**src/rtl/sacl_pkg.sv**
```systemverilog
package sacl_pkg;

  localparam int MaxSetBits = 10;
  localparam int MaxWays    = 8;
  localparam int AddrWidth  = 48;
  localparam int FifoDepth  = 2;

  typedef enum logic [1:0] {
    FUNC_INSTR  = 2'd0,
    FUNC_LOAD   = 2'd1,
    FUNC_STORE  = 2'd2,
    FUNC_MODIFY = 2'd3
  } func_t;

  typedef enum logic [1:0] {
    OUT_IGNORED = 2'd0,
    OUT_HIT     = 2'd1,
    OUT_FILL    = 2'd2,
    OUT_EVICT   = 2'd3
  } outcome_t;

  typedef enum logic [1:0] {
    CFG_SET_BITS   = 2'd0,
    CFG_BLOCK_BITS = 2'd1,
    CFG_WAYS       = 2'd2
  } cfg_idx_t;

  typedef enum logic [1:0] {
    ST_IDLE,
    ST_READ,
    ST_UPDATE,
    ST_OUT
  } back_state_t;

endpackage

```
**src/rtl/sacl_front.sv**
```systemverilog
// Classifies a request into set index, tag, active and modify flags, then queues it.
module sacl_front #(
  parameter int MAX_SET_BITS = sacl_pkg::MaxSetBits,
  parameter int ADDR_WIDTH   = sacl_pkg::AddrWidth,
  parameter int DEPTH        = sacl_pkg::FifoDepth
) (
  input  logic                            clk,
  input  logic                            rst,
  input  logic                            in_valid,
  output logic                            in_ready,
  input  logic [1:0]                      func,
  input  logic [ADDR_WIDTH-1:0]           address,
  input  logic [3:0]                      set_bits,
  input  logic [4:0]                      block_bits,
  output logic                            q_valid,
  input  logic                            q_ready,
  output logic                            q_active,
  output logic                            q_modify,
  output logic [(MAX_SET_BITS>0?MAX_SET_BITS:1)-1:0] q_set,
  output logic [ADDR_WIDTH-1:0]           q_tag
);
  import sacl_pkg::*;
  localparam int SW = (MAX_SET_BITS > 0) ? MAX_SET_BITS : 1;
  localparam int PW = (DEPTH > 1) ? $clog2(DEPTH) : 1;
  localparam int EW = 2 + SW + ADDR_WIDTH;

  logic [EW-1:0] mem [DEPTH];
  logic [PW-1:0] wr_ptr, rd_ptr;
  logic [PW:0]   count;
  logic [3:0]    sb;
  logic [5:0]    tshift;
  logic [ADDR_WIDTH-1:0] shifted, set_mask;
  logic [EW-1:0] entry;
  logic push, pop;

  always_comb begin
    sb = (32'(set_bits) > MAX_SET_BITS) ? 4'(MAX_SET_BITS) : set_bits;
    tshift = 6'(sb) + 6'(block_bits);
    shifted = address >> block_bits;
    set_mask = ~({ADDR_WIDTH{1'b1}} << sb);
    entry = {func != FUNC_INSTR, func == FUNC_MODIFY,
             SW'(shifted & set_mask), address >> tshift};
  end

  assign in_ready = (count != (PW+1)'(DEPTH));
  assign push = in_valid && in_ready;
  assign q_valid = (count != '0);
  assign pop = q_valid && q_ready;
  assign {q_active, q_modify, q_set, q_tag} = mem[rd_ptr];

  always_ff @(posedge clk) begin
    if (push) mem[wr_ptr] <= entry;
  end

  always_ff @(posedge clk) begin
    if (rst) begin
      wr_ptr <= '0;
      rd_ptr <= '0;
      count  <= '0;
    end else begin
      if (push) wr_ptr <= (32'(wr_ptr) == DEPTH-1) ? '0 : wr_ptr + 1'b1;
      if (pop)  rd_ptr <= (32'(rd_ptr) == DEPTH-1) ? '0 : rd_ptr + 1'b1;
      count <= count + (PW+1)'(push) - (PW+1)'(pop);
    end
  end
endmodule

```
**config.mk**
```make
export PLATFORM = sky130hd
export DESIGN_NAME = sacl_front
export DESIGN_NICKNAME = d
export VERILOG_FILES = /design/src/rtl/sacl_pkg.sv /design/src/rtl/sacl_front.sv
export SDC_FILE = /design/constraint.sdc
export NUM_CORES = 1
export LEC_CHECK = 0
export BUFFER_PORTS_ARGS = -buffer_cell sky130_fd_sc_hd__buf_2
export CELL_PAD_IN_SITES_DETAIL_PLACEMENT = 2
export CELL_PAD_IN_SITES_GLOBAL_PLACEMENT = 2
export CORE_ASPECT_RATIO = 1.4
export CORE_MARGIN = 10
export CORE_UTILIZATION = 35
export DETAILED_ROUTE_END_ITERATION = 10
export GPL_TIMING_DRIVEN = 0
export PLACE_DENSITY = 0.8
export SKIP_CTS_REPAIR_TIMING = 1
export SYNTH_ARGS = -nofsm -noshare
export SYNTH_HDL_FRONTEND = slang
export SYNTH_SLANG_ARGS = --single-unit
```
**constraint.sdc**
```tcl
create_clock -name clk -period 5.58 [get_ports clk]
set_clock_uncertainty 0.05 [all_clocks]
set_input_delay 1.116 -clock clk [delete_from_list [all_inputs] [get_ports clk]]
set_output_delay 1.116 -clock clk [all_outputs]
set_load 0.02 [all_outputs]
```
==> results of run 1 <==
[cell type report]
| type | count | area, um2 |
|---|---|---|
| timing repair buffer | 123 | 668.1 |
| clock inverter | 15 | 138.9 |
| clock buffer | 17 | 425.4 |
| tap | 319 | 399.1 |
| fill | 2567 | 14680 |
| sequential | 125 | 3704 |
| buffer | 59 | 325.3 |
| multi-input combinational | 511 | 4922 |
| inverter | 8 | 30.03 |
[worst paths after layout]
path | to | startpoint | depth (start not counted) | slack (ps)
worst max-delay path | mem[0][8]$_DFFE_PP_ | block_bits[1] | 10 | 400
worst min register to register | rd_ptr$_SDFFE_PP0P_ | rd_ptr$_SDFFE_PP0P_ | 2 | 480
worst min-delay path | rd_ptr$_SDFFE_PP0P_ | rd_ptr$_SDFFE_PP0P_ | 2 | 480
worst max register to register | mem[0][0]$_DFFE_PP_ | count[0]$_SDFF_PP0_ | 5 | 3550
[cells in the final DEF, fill, tap and decap left out, types with 4 or more instances in the layout]
cell	count
buf_1	7
and2_1	10
mux2i_1	100
a211o_1	8
xor2_1	5
ha_1	5
clkbuf_16	17
a21oi_2	4
mux4_2	31
nor3_1	5
clkinvlp_4	4
nand3_1	6
mux2_2	74
a31oi_1	6
clkinv_4	4
and3_1	7
o2bb2ai_1	4
inv_1	7
a221o_1	7
inv_6	4
edfxtp_1	120
a211oi_1	9
mux4_1	26
clkbuf_1	28
nor2b_1	8
xnor2_1	6
a21oi_1	30
a22oi_1	4
buf_12	5
nor2_1	42
dfxtp_1	5
o21ai_0	12
o21a_1	6
buf_2	134
o22ai_1	14
nand2_1	45
[critical path: stages]
cell,delay (ps)
buf_2,250
clkinv_1,300
buf_1,420
fa_1,570
xnor2_1,260
xor2_1,560
clkbuf_1,600
mux2i_1,680
o22ai_1,200
a211o_1,340
[cell families (layout without fill, tap and decap cells)]
logic type                 Yosys count  count (layout)  share of synthesized area [%]
DFF                                125             125                          41.28
and+or+nand+nor                    136             136                          7.001
buffers and inverters               67             222                          3.960
muxes                              231             231                          35.84
adders and majority gates            8               8                          1.144
AOI/OAI and AO/OA                  125             125                          9.706
xor gates and xnor gates            11              11                          1.074
[power by group through the flow]
stage	Sequential (mW)	Clock (mW)	Combinational [mW]
2_1_floorplan	1.34	0	1.20
3_3_place_gp	1.35	0	1.76
3_5_place_dp	1.36	0	1.84
4_1_cts	1.34	1.07	1.85
5_1_grt	1.36	1.11	1.97
6_report	1.34	1.06	1.83
[sequential cells by signal, indices dropped and copies added, names as in the netlist, named ones only]
name / cells
rd_ptr: 1
wr_ptr: 1
count: 2
mem: 120
[stage by stage]
step / cells / power, mW / util, % / TNS, ps
3_3_place_gp: 1142 / 3.115 / 39.42 / -5269
5_1_grt: 1177 / 4.434 / 41.95 / 0
4_1_cts: 1177 / 4.266 / 41.95 / 0
6_report: 1177 / 4.229 / 41.95 / 0
3_5_place_dp: 1145 / 3.202 / 39.72 / 0
2_1_floorplan: 703 / 2.543 / - / 0
[per-layer routing]
metal / track usage [%] / up-vias / part of all wire [%]
li1: - / 3087 / -
met1: 20.39 / 3502 / 36
met4: 11.16 / 0 / 5.3
met2: 37.47 / 194 / 56
met5: 0 / - / 0
met3: 3.069 / 69 / 3.1
==> metrics.md, run 1 <==
| Metric | Value |
|---|---|
| Global-route usage over all layers | 19.96% |
| Clock share of power | 25.0% |
| Reg power frac | a little under a third |
| P_leak | 4.192 nW |
| Via count | roughly 6900 |
| Core Region | 25300 um2 |
| Iter 0 DRT Violations | 414 |
| Num ports | 125 |
| Die area | between 30000 and 40000 um2 |
| Critical path arrival | roughly 5300 ps |
| Die Y-Extent | 209.4 um |
| Slew HR | 37.15% |
| Via density | 5.822 |
| Wire per inst | 27.80 um |
| Yosys reg bits | about 130 |
| Die width | approximately 160 um |
| Initial Utilization | between 30% and 40% |
| Combinational share of power | 43.4% |
| Top post-synthesis cells by area | edfxtp_1 (40%), mux2i_1 (11%), mux2_2 (9.3%) |
| Ys async rst share | 0% |
| Post-route ant nets | 0 |
| Vias in the first global route | 7886 |
| Inserted Clock Buffers | 17 |
| GRT overflow | 0 |
| Final hold slack | 484.0 ps |
| Setup violations, final | 0 |
| Tmin final | 5184 ps |
| Share of the synthesized area in the top cell type | between 40 and 50% |
| P_int | 2.602 mW |
| First-pass GRT wire length | 49.29 mm |
| Drt drc | 0 |
| Crit start category | input pin |
| Largest net degree at the start of global routing | 40 |
| Synth warnings | 0 |
| Unrepaired setup endpoints after global routing | false |
| Clk_lat worst skew | 420 ps |
| Avg Synthesized Cell Area | 12.76 um2 |
| Worst setup EP type | flip-flop |
| Top-count cell post-synth | edfxtp_1 |
| NumNets Final | 914 |
| Port Buf Inserts | 120 |
| Final-report hold violation count | 0 |
| Synth area leader | edfxtp_1 |
| WP data required | around 5700 ps |
| Post-Synthesis Cell Area | between 8000 and 9000 um2 |
| Placer Congestion | 0.9511 |
| Slew Viols, Final | 0 |
| Outcome | finished, final reports clean |
| Syn-to-layout area delta | 18.28% |
| Max-cap violation count | 0 |
| Post-route setup slack | 395.7 ps |
| DP HPWL | 26.36 mm |
| Synth unique cells | 59 |
| Worst VDD drop | 249.4 uV |
| Syn Inst Count | approximately 700 |
| Clk sink count | around 130 |
| Critical-path maximum fanout | 10 |
| Row count | 69 |
| Worst-Margin Slew | 936.1 ps |
| Critical path class | input pin to flip-flop |
| Synth Flop Type | edfxtp_1 |
| Post-synth EDFFs | 120 |
| Root Driver | clkbuf_16 |
| Sequential-to-total area share from yosys stat | 41.28% |
| Cell Pwr Density | between 300 and 400 nW/um2 |
| Net Count, Synth | 772 |
| Initial antenna violation count | 0 |
| Drt pass-1 iters | 7 |
| Sw Pwr | 1.627 mW |
| Cell area after layout | 10610 um2 |
| Cell Area, Placed | 10050 um2 |
| CTS tree | done |
| Share of cells above drive strength 1 | 34.50% |
| Hold Crit Class | flip-flop to flip-flop |
| Longest Clk Path Bufs | 2 |
| Fmax | just under 0.2 GHz |
| Synth cell count leaders | edfxtp_1 (120), mux2i_1 (100), mux2_2 (74) |
| H-tree depth | 4 |
| Register clock-pin slew on the reported worst setup and hold paths | 60 ps |
| Total routed wirelength | 32.72 mm |
| Fin crit share | between 90% and 100% |
| Pre-CTS setup slack | 28.33 ps |
| Sw Share | approximately two fifths |
| Antenna cells | 0 |
(Power assumes the default switching activity.)
==> inputs of run 2 (changes only) <==
--- a/config.mk
+++ b/config.mk
@@ -6,11 +6,12 @@
 export NUM_CORES = 1
 export LEC_CHECK = 0
 export BUFFER_PORTS_ARGS = -buffer_cell sky130_fd_sc_hd__buf_2
-export CELL_PAD_IN_SITES_DETAIL_PLACEMENT = 2
+export CELL_PAD_IN_SITES_DETAIL_PLACEMENT = 0
 export CELL_PAD_IN_SITES_GLOBAL_PLACEMENT = 2
 export CORE_ASPECT_RATIO = 1.4
 export CORE_MARGIN = 10
 export CORE_UTILIZATION = 35
+export CTS_BUF_LIST = sky130_fd_sc_hd__clkbuf_16
 export DETAILED_ROUTE_END_ITERATION = 10
 export GPL_TIMING_DRIVEN = 0
 export PLACE_DENSITY = 0.8
==> metrics.md, run 2 (synthesized netlist as in run 1, its figures left out) <==
| Metric | Value |
|---|---|
| Outcome | finished, final reports clean (unchanged) |
| Worst setup EP type | flip-flop (unchanged) |
| Initial antenna violation count | 0 (unchanged) |
| Longest Clk Path Bufs | 2 (unchanged) |
| Hold Crit Class | flip-flop to flip-flop (unchanged) |
| Cell Pwr Density | 386.4 nW/um2 (was 398.5 nW/um2) |
| Cell Count, Final, Fillers Out | 1175 (was 1177) |
| Max-cap violation count | 0 (unchanged) |
| Clk sink count | 125 (unchanged) |
| Port Buf Inserts | 120 (unchanged) |
| Area of the multi-input gates | 4922 um2 (unchanged) |
| Slew HR | 33.82% (was 37.15%) |
| Kind of cell adding the most delay to the critical path | buffers and inverters (unchanged) |
| CTS tree | done (unchanged) |
| Final-report hold violation count | 0 (unchanged) |
| Largest Register | mem (unchanged) |
| Antenna cells | 0 (unchanged) |
| P_leak | 4.186 nW (was 4.192 nW) |
| Post-route setup slack | 551.0 ps (was 395.7 ps) |
| DP HPWL | 23.04 mm (was 26.36 mm) |
| Worst VDD drop | 237.0 uV (was 249.4 uV) |
| Die area | 32530 um2 (unchanged) |
| Iter 0 DRT Violations | 452 (was 414) |
| Post-route ant nets | 0 (unchanged) |
| Placed cell count | 1145 (unchanged) |
| Core Region | 25300 um2 (unchanged) |
| Initial Utilization | 35.47% (unchanged) |
| Critical path arrival | 5140 ps (was 5310 ps) |
| Register clock-pin slew on the reported worst setup and hold paths | 50 ps (was 60 ps) |
| Critical-path maximum fanout | 10 (unchanged) |
| NumNets Final | 914 (unchanged) |
| Clk_lat worst skew | 420 ps (about the same) |
| CP max stage delay | 620 ps (was 680 ps) |
| Global-route usage over all layers | 17.22% (was 19.96%) |
| Top Registers | mem x120, count x2 (unchanged) |
| Crit-path cells | buf_2 -> clkinv_1 -> buf_1 -> fa_1 -> xnor2_1 -> xor2_1 -> clkbuf_1 -> mux2i_1 -> o22ai_1 -> a211o_1 (unchanged) |
| Row count | 69 (unchanged) |
| H-tree depth | 4 (unchanged) |
| Cell area after layout | 10580 um2 (was 10610 um2) |
| FILL cells | 2426 (was 2567) |
| Share of cells above drive strength 1 | 33.53% (was 34.50%) |
| Root Driver | clkbuf_16 (unchanged) |
| Cell Area, Placed | 10050 um2 (unchanged) |
| Syn-to-layout area delta | 17.93% (was 18.28%) |
| Pre-CTS setup slack | 89.86 ps (was 28.33 ps) |
| Drt pass-1 iters | 7 (unchanged) |
| Fin crit share | 90.13% (was 92.91%) |
| FF/Latch Area | 3704 um2 (unchanged) |
| Tmin final | 5029 ps (was 5184 ps) |
| Most common cell after layout, fill and taps aside | buf_2 (unchanged) |
| Max reg flops | 120 (unchanged) |
| Fin Setup TNS | 0 ps (unchanged) |
| Drt drc | 0 (unchanged) |
| First-pass GRT wire length | 42.61 mm (was 49.29 mm) |
| Unrepaired setup endpoints after global routing | false (unchanged) |
| Num ports | 125 (unchanged) |
| Pwr Total | 4.089 mW (was 4.229 mW) |
| Worst-Margin Slew | 985.6 ps (was 936.1 ps) |
| Placer Congestion | 0.9511 (unchanged) |
| Vias in the first global route | 7209 (was 7886) |
| Largest net degree at the start of global routing | 40 (unchanged) |
| Inserted Clock Buffers | 17 (unchanged) |
| Crit start category | input pin (unchanged) |
| Fmax | 0.1988 GHz (was 0.1929 GHz) |
| GRT overflow | 0 (unchanged) |
| Setup violations, final | 0 (unchanged) |
| Critical path class | input pin to flip-flop (unchanged) |
| Via density | 5.646 (was 5.822) |
| Die Y-Extent | 209.4 um (unchanged) |
| WP data required | 5690 ps (was 5700 ps) |
| Commonest cells after routing, fill and taps aside | buf_2 (134), edfxtp_1 (120), mux2i_1 (100) (unchanged) |
| Die width | 155.3 um (unchanged) |
| Via count | 6634 (was 6852) |
| Buffer and inverter count on the worst path | 4 (unchanged) |
| Total routed wirelength | 28.12 mm (was 32.72 mm) |
| Slew Viols, Final | 0 (unchanged) |
| Wire per inst | 23.93 um (was 27.80 um) |
| Worst path slowest cell | mux2i_1 (unchanged) |
## run 2: changes by cell type in the layout (fill, tap and decap cells not counted)
cell        change
clkinv_4        -4
bufinv_16       +1
clkinv_2        +1
inv_6           -4
clkinv_1        +7
clkinvlp_4      -3
## run 2: report_power, final
part / internal (mW) / total (mW) / switching (mW) / leakage (nW)
Sequential: 1.29 / 1.32 / 0.0379 / 1.18
Clock: 0.634 / 0.994 / 0.360 / 0.258
Combinational: 0.697 / 1.77 / 1.07 / 2.74
## run 2: cell type report
cell class,count,area share [%]
flip-flops and latches,125,35.00
multi-input cells,511,46.52
repair buffers,123,6.314
well taps,319,3.772
plain buffers,59,3.074
clock buffers,17,4.020
clock inverters,13,1.017
inverters,8,0.2838
## run 2: through the flow
step | hold WS [ps] | util (%)
floorplan | 431.1 | -
detailed placement | 449.8 | 39.72
global placement | 445.5 | 39.42
finish | 459.5 | 41.83
CTS | 467.6 | 41.83
global route | 485.3 | 41.83
## run 2: final timing paths
check / start / endpoint / slack, ps / cells after the start
max: block_bits[1] / mem[1][8]$_DFFE_PP_ / 550 / 10
min reg2reg: rd_ptr$_SDFFE_PP0P_ / rd_ptr$_SDFFE_PP0P_ / 460 / 2
max reg2reg: count[0]$_SDFF_PP0_ / mem[0][12]$_DFFE_PP_ / 3630 / 5
min: rd_ptr$_SDFFE_PP0P_ / rd_ptr$_SDFFE_PP0P_ / 460 / 2
## run 2: worst min-delay path, stage by stage, from the launching register on
cell and delay (ps):
dfxtp_1 320, xnor2_1 80, nor2_1 70
## run 2: layer usage
metal | up-vias | routed length (um) | global-route usage [%]
met4 | 0 | 1441 | 10.12
li1 | 3087 | - | -
met1 | 3296 | 10200 | 17.44
met3 | 64 | 947 | 2.988
met2 | 187 | 15530 | 32.05
met5 | - | 0 | 0
==> inputs of run 3 (changes only) <==
--- a/config.mk
+++ b/config.mk
@@ -12,9 +12,11 @@
 export CORE_MARGIN = 10
 export CORE_UTILIZATION = 35
 export CTS_BUF_LIST = sky130_fd_sc_hd__clkbuf_16
+export CTS_CLUSTER_SIZE = 12
 export DETAILED_ROUTE_END_ITERATION = 10
 export GPL_TIMING_DRIVEN = 0
 export PLACE_DENSITY = 0.8
+export RECOVER_POWER = 100
 export SKIP_CTS_REPAIR_TIMING = 1
 export SYNTH_ARGS = -nofsm -noshare
 export SYNTH_HDL_FRONTEND = slang
==> metrics.md, run 3 (synthesized netlist as in run 1, its figures left out) <==
| Metric | Value |
|---|---|
| Core Region | 25300 um2 (unchanged) |
| Crit path from | block_bits[1] (unchanged) |
| Slew Viols, Final | 40 (was 0) |
| Outcome | finished, violations left (was finished, final reports clean) |
| Fin Setup TNS | 0 ps (unchanged) |
| Critical path class | input pin to flip-flop (unchanged) |
| Antenna cells | 0 (unchanged) |
| Syn-to-layout area delta | 16.15% (was 17.93%) |
| Final-report hold violation count | 0 (unchanged) |
| Pre-CTS setup slack | 89.86 ps (unchanged) |
| Die width | 155.3 um (unchanged) |
| Via density | 5.658 (was 5.646) |
| Most common cell after layout, fill and taps aside | edfxtp_1 (was buf_2) |
| Max reg flops | 120 (unchanged) |
| Failing checks | max-capacitance violations, max-slew violations |
| Post-route ant nets | 0 (unchanged) |
| CP endpoint | mem[1][8]$_DFFE_PP_ (unchanged) |
| Crit start category | input pin (unchanged) |
| Cell Pwr Density | 386.3 nW/um2 (was 386.4 nW/um2) |
| Root Driver | clkbuf_16 (unchanged) |
| R2R Setup Slk | 1390 ps (was 3630 ps) |
| RR Endpoint | mem[0][13]$_DFFE_PP_ (was mem[0][12]$_DFFE_PP_) |
| Drt pass-1 iters | 5 (was 7) |
| Fin crit share | 92.41% (was 90.13%) |
| Placer Congestion | 0.9511 (unchanged) |
| Total routed wirelength | 28.31 mm (was 28.12 mm) |
| Critical path arrival | 5270 ps (was 5140 ps) |
| Hold path cells | 2 (unchanged) |
| Final hold slack | 459.7 ps (was 459.5 ps) |
| Port Buf Inserts | 120 (unchanged) |
| WP data required | 5690 ps (about the same) |
| Fmax | 0.1939 GHz (was 0.1988 GHz) |
| Initial antenna violation count | 0 (unchanged) |
| Slew HR | -44.84% (was 33.82%) |
| Worst VDD drop | 236.6 uV (was 237.0 uV) |
| FILL cells | 2465 (was 2426) |
| NumNets Final | 914 (unchanged) |
| Clk_lat worst skew | 420 ps (about the same) |
| Clk sink count | 125 (unchanged) |
| Iter 0 DRT Violations | 385 (was 452) |
| Hold Crit Class | flip-flop to flip-flop (unchanged) |
| Post-route setup slack | 423.6 ps (was 551.0 ps) |
| DP HPWL | 23.04 mm (unchanged) |
| Worst-Margin Slew | 2173 ps (was 985.6 ps) |
| Worst setup EP type | flip-flop (unchanged) |
| Unrepaired setup endpoints after global routing | false (unchanged) |
| Critical-path maximum fanout | 10 (unchanged) |
| Cell depth of the worst flop-to-flop path | 5 (unchanged) |
| Setup violations, final | 0 (unchanged) |
| Top Registers | mem x120, count x2 (unchanged) |
| Row count | 69 (unchanged) |
| Num ports | 125 (unchanged) |
| Die area | 32530 um2 (unchanged) |
| Drt drc | 0 (unchanged) |
| Longest Clk Path Bufs | 2 (unchanged) |
| Register clock-pin slew on the reported worst setup and hold paths | 50 ps (about the same) |
| Share of cells above drive strength 1 | 24.65% (was 33.53%) |
| First-pass GRT wire length | 42.61 mm (unchanged) |
| CTS tree | done (unchanged) |
| Inserted Clock Buffers | 17 (unchanged) |
| Vias in the first global route | 7209 (unchanged) |
| H-tree depth | 4 (unchanged) |
| Initial Utilization | 35.47% (unchanged) |
| Global-route usage over all layers | 17.22% (unchanged) |
| P_leak | 3.987 nW (was 4.186 nW) |
| Tmin final | 5156 ps (was 5029 ps) |
| Largest net degree at the start of global routing | 40 (unchanged) |
| Wire per inst | 24.09 um (was 23.93 um) |
| Commonest cells after routing, fill and taps aside | edfxtp_1 (120), mux2i_1 (100), clkbuf_1 (93) (was buf_2 (134), edfxtp_1 (120), mux2i_1 (100)) |
| Via count | 6648 (was 6634) |
| Die Y-Extent | 209.4 um (unchanged) |
| GRT overflow | 0 (unchanged) |
| Reg-to-reg startpoint | count[0]$_SDFF_PP0_ (unchanged) |
| Max-cap violation count | 2 (was 0) |
| Largest Register | mem (unchanged) |
-- run 3: cell count changes in the layout (fill, tap and decap cells not counted), moves of 2 or more --
cell / change
a21oi_1: +4
a21oi_2: -4
and2_0: +7
and2_1: -7
buf_1: -4
buf_12: -2
buf_2: -57
clkbuf_1: +65
mux2_1: +8
mux2_2: -8
-- run 3: per-layer routing --
metal / global-route usage, % / vias up / routed length [um]
met1: 17.44 / 3295 / 10440
li1: - / 3088 / -
met3: 2.988 / 73 / 889
met5: 0 / - / 0
met2: 32.05 / 192 / 15450
met4: 10.12 / 0 / 1523
-- run 3: worst min-delay path by stage --
stage                        start                  end  slack, ps
4_1_cts        rd_ptr$_SDFFE_PP0P_  rd_ptr$_SDFFE_PP0P_        470
3_5_place_dp   rd_ptr$_SDFFE_PP0P_  rd_ptr$_SDFFE_PP0P_        450
6_report       rd_ptr$_SDFFE_PP0P_  rd_ptr$_SDFFE_PP0P_        460
5_1_grt        rd_ptr$_SDFFE_PP0P_  rd_ptr$_SDFFE_PP0P_        490
2_1_floorplan  rd_ptr$_SDFFE_PP0P_            flip-flop        430
3_3_place_gp   rd_ptr$_SDFFE_PP0P_  rd_ptr$_SDFFE_PP0P_        450
-- run 3: through the flow --
stage                     std cells  total power [mW]  utilization [%]  cell area, um2
after floorplan                 703             2.543                -            8972
after global placement         1142             3.115            39.42            9972
after detailed placement       1145             3.130            39.72           10050
after CTS                      1175             4.142            41.83           10580
after global routing           1175             4.242            41.20           10420
final                          1175             4.025            41.20           10420
-- run 3: power breakdown --
group	leakage [nW]	switching [mW]	internal, mW
clock network	0.258	0.361	0.634
registers	1.18	0.0368	1.29
logic	2.54	1.08	0.625
total	3.99	1.47	2.55
-- run 3: critical path, cell delays in order --
cell	delay, ps
buf_2	240
clkinv_1	290
clkbuf_1	410
fa_1	630
clkbuf_1	260
buf_2	320
clkbuf_1	490
a21oi_1	380
mux2i_1	610
o22ai_1	190
a211o_1	330
-- run 3: layout make-up --
cell class              count  area (um2)  share of cell area [%]
inverters                   8       30.03                  0.2882
repair buffers            123       544.3                   5.223
multi-input cells         511        4893                   46.96
clock inverters            13       107.6                   1.033
clock buffers              17       425.4                   4.082
well taps                 319       399.1                   3.830
flip-flops and latches    125        3704                   35.54
plain buffers              59       317.8                   3.050
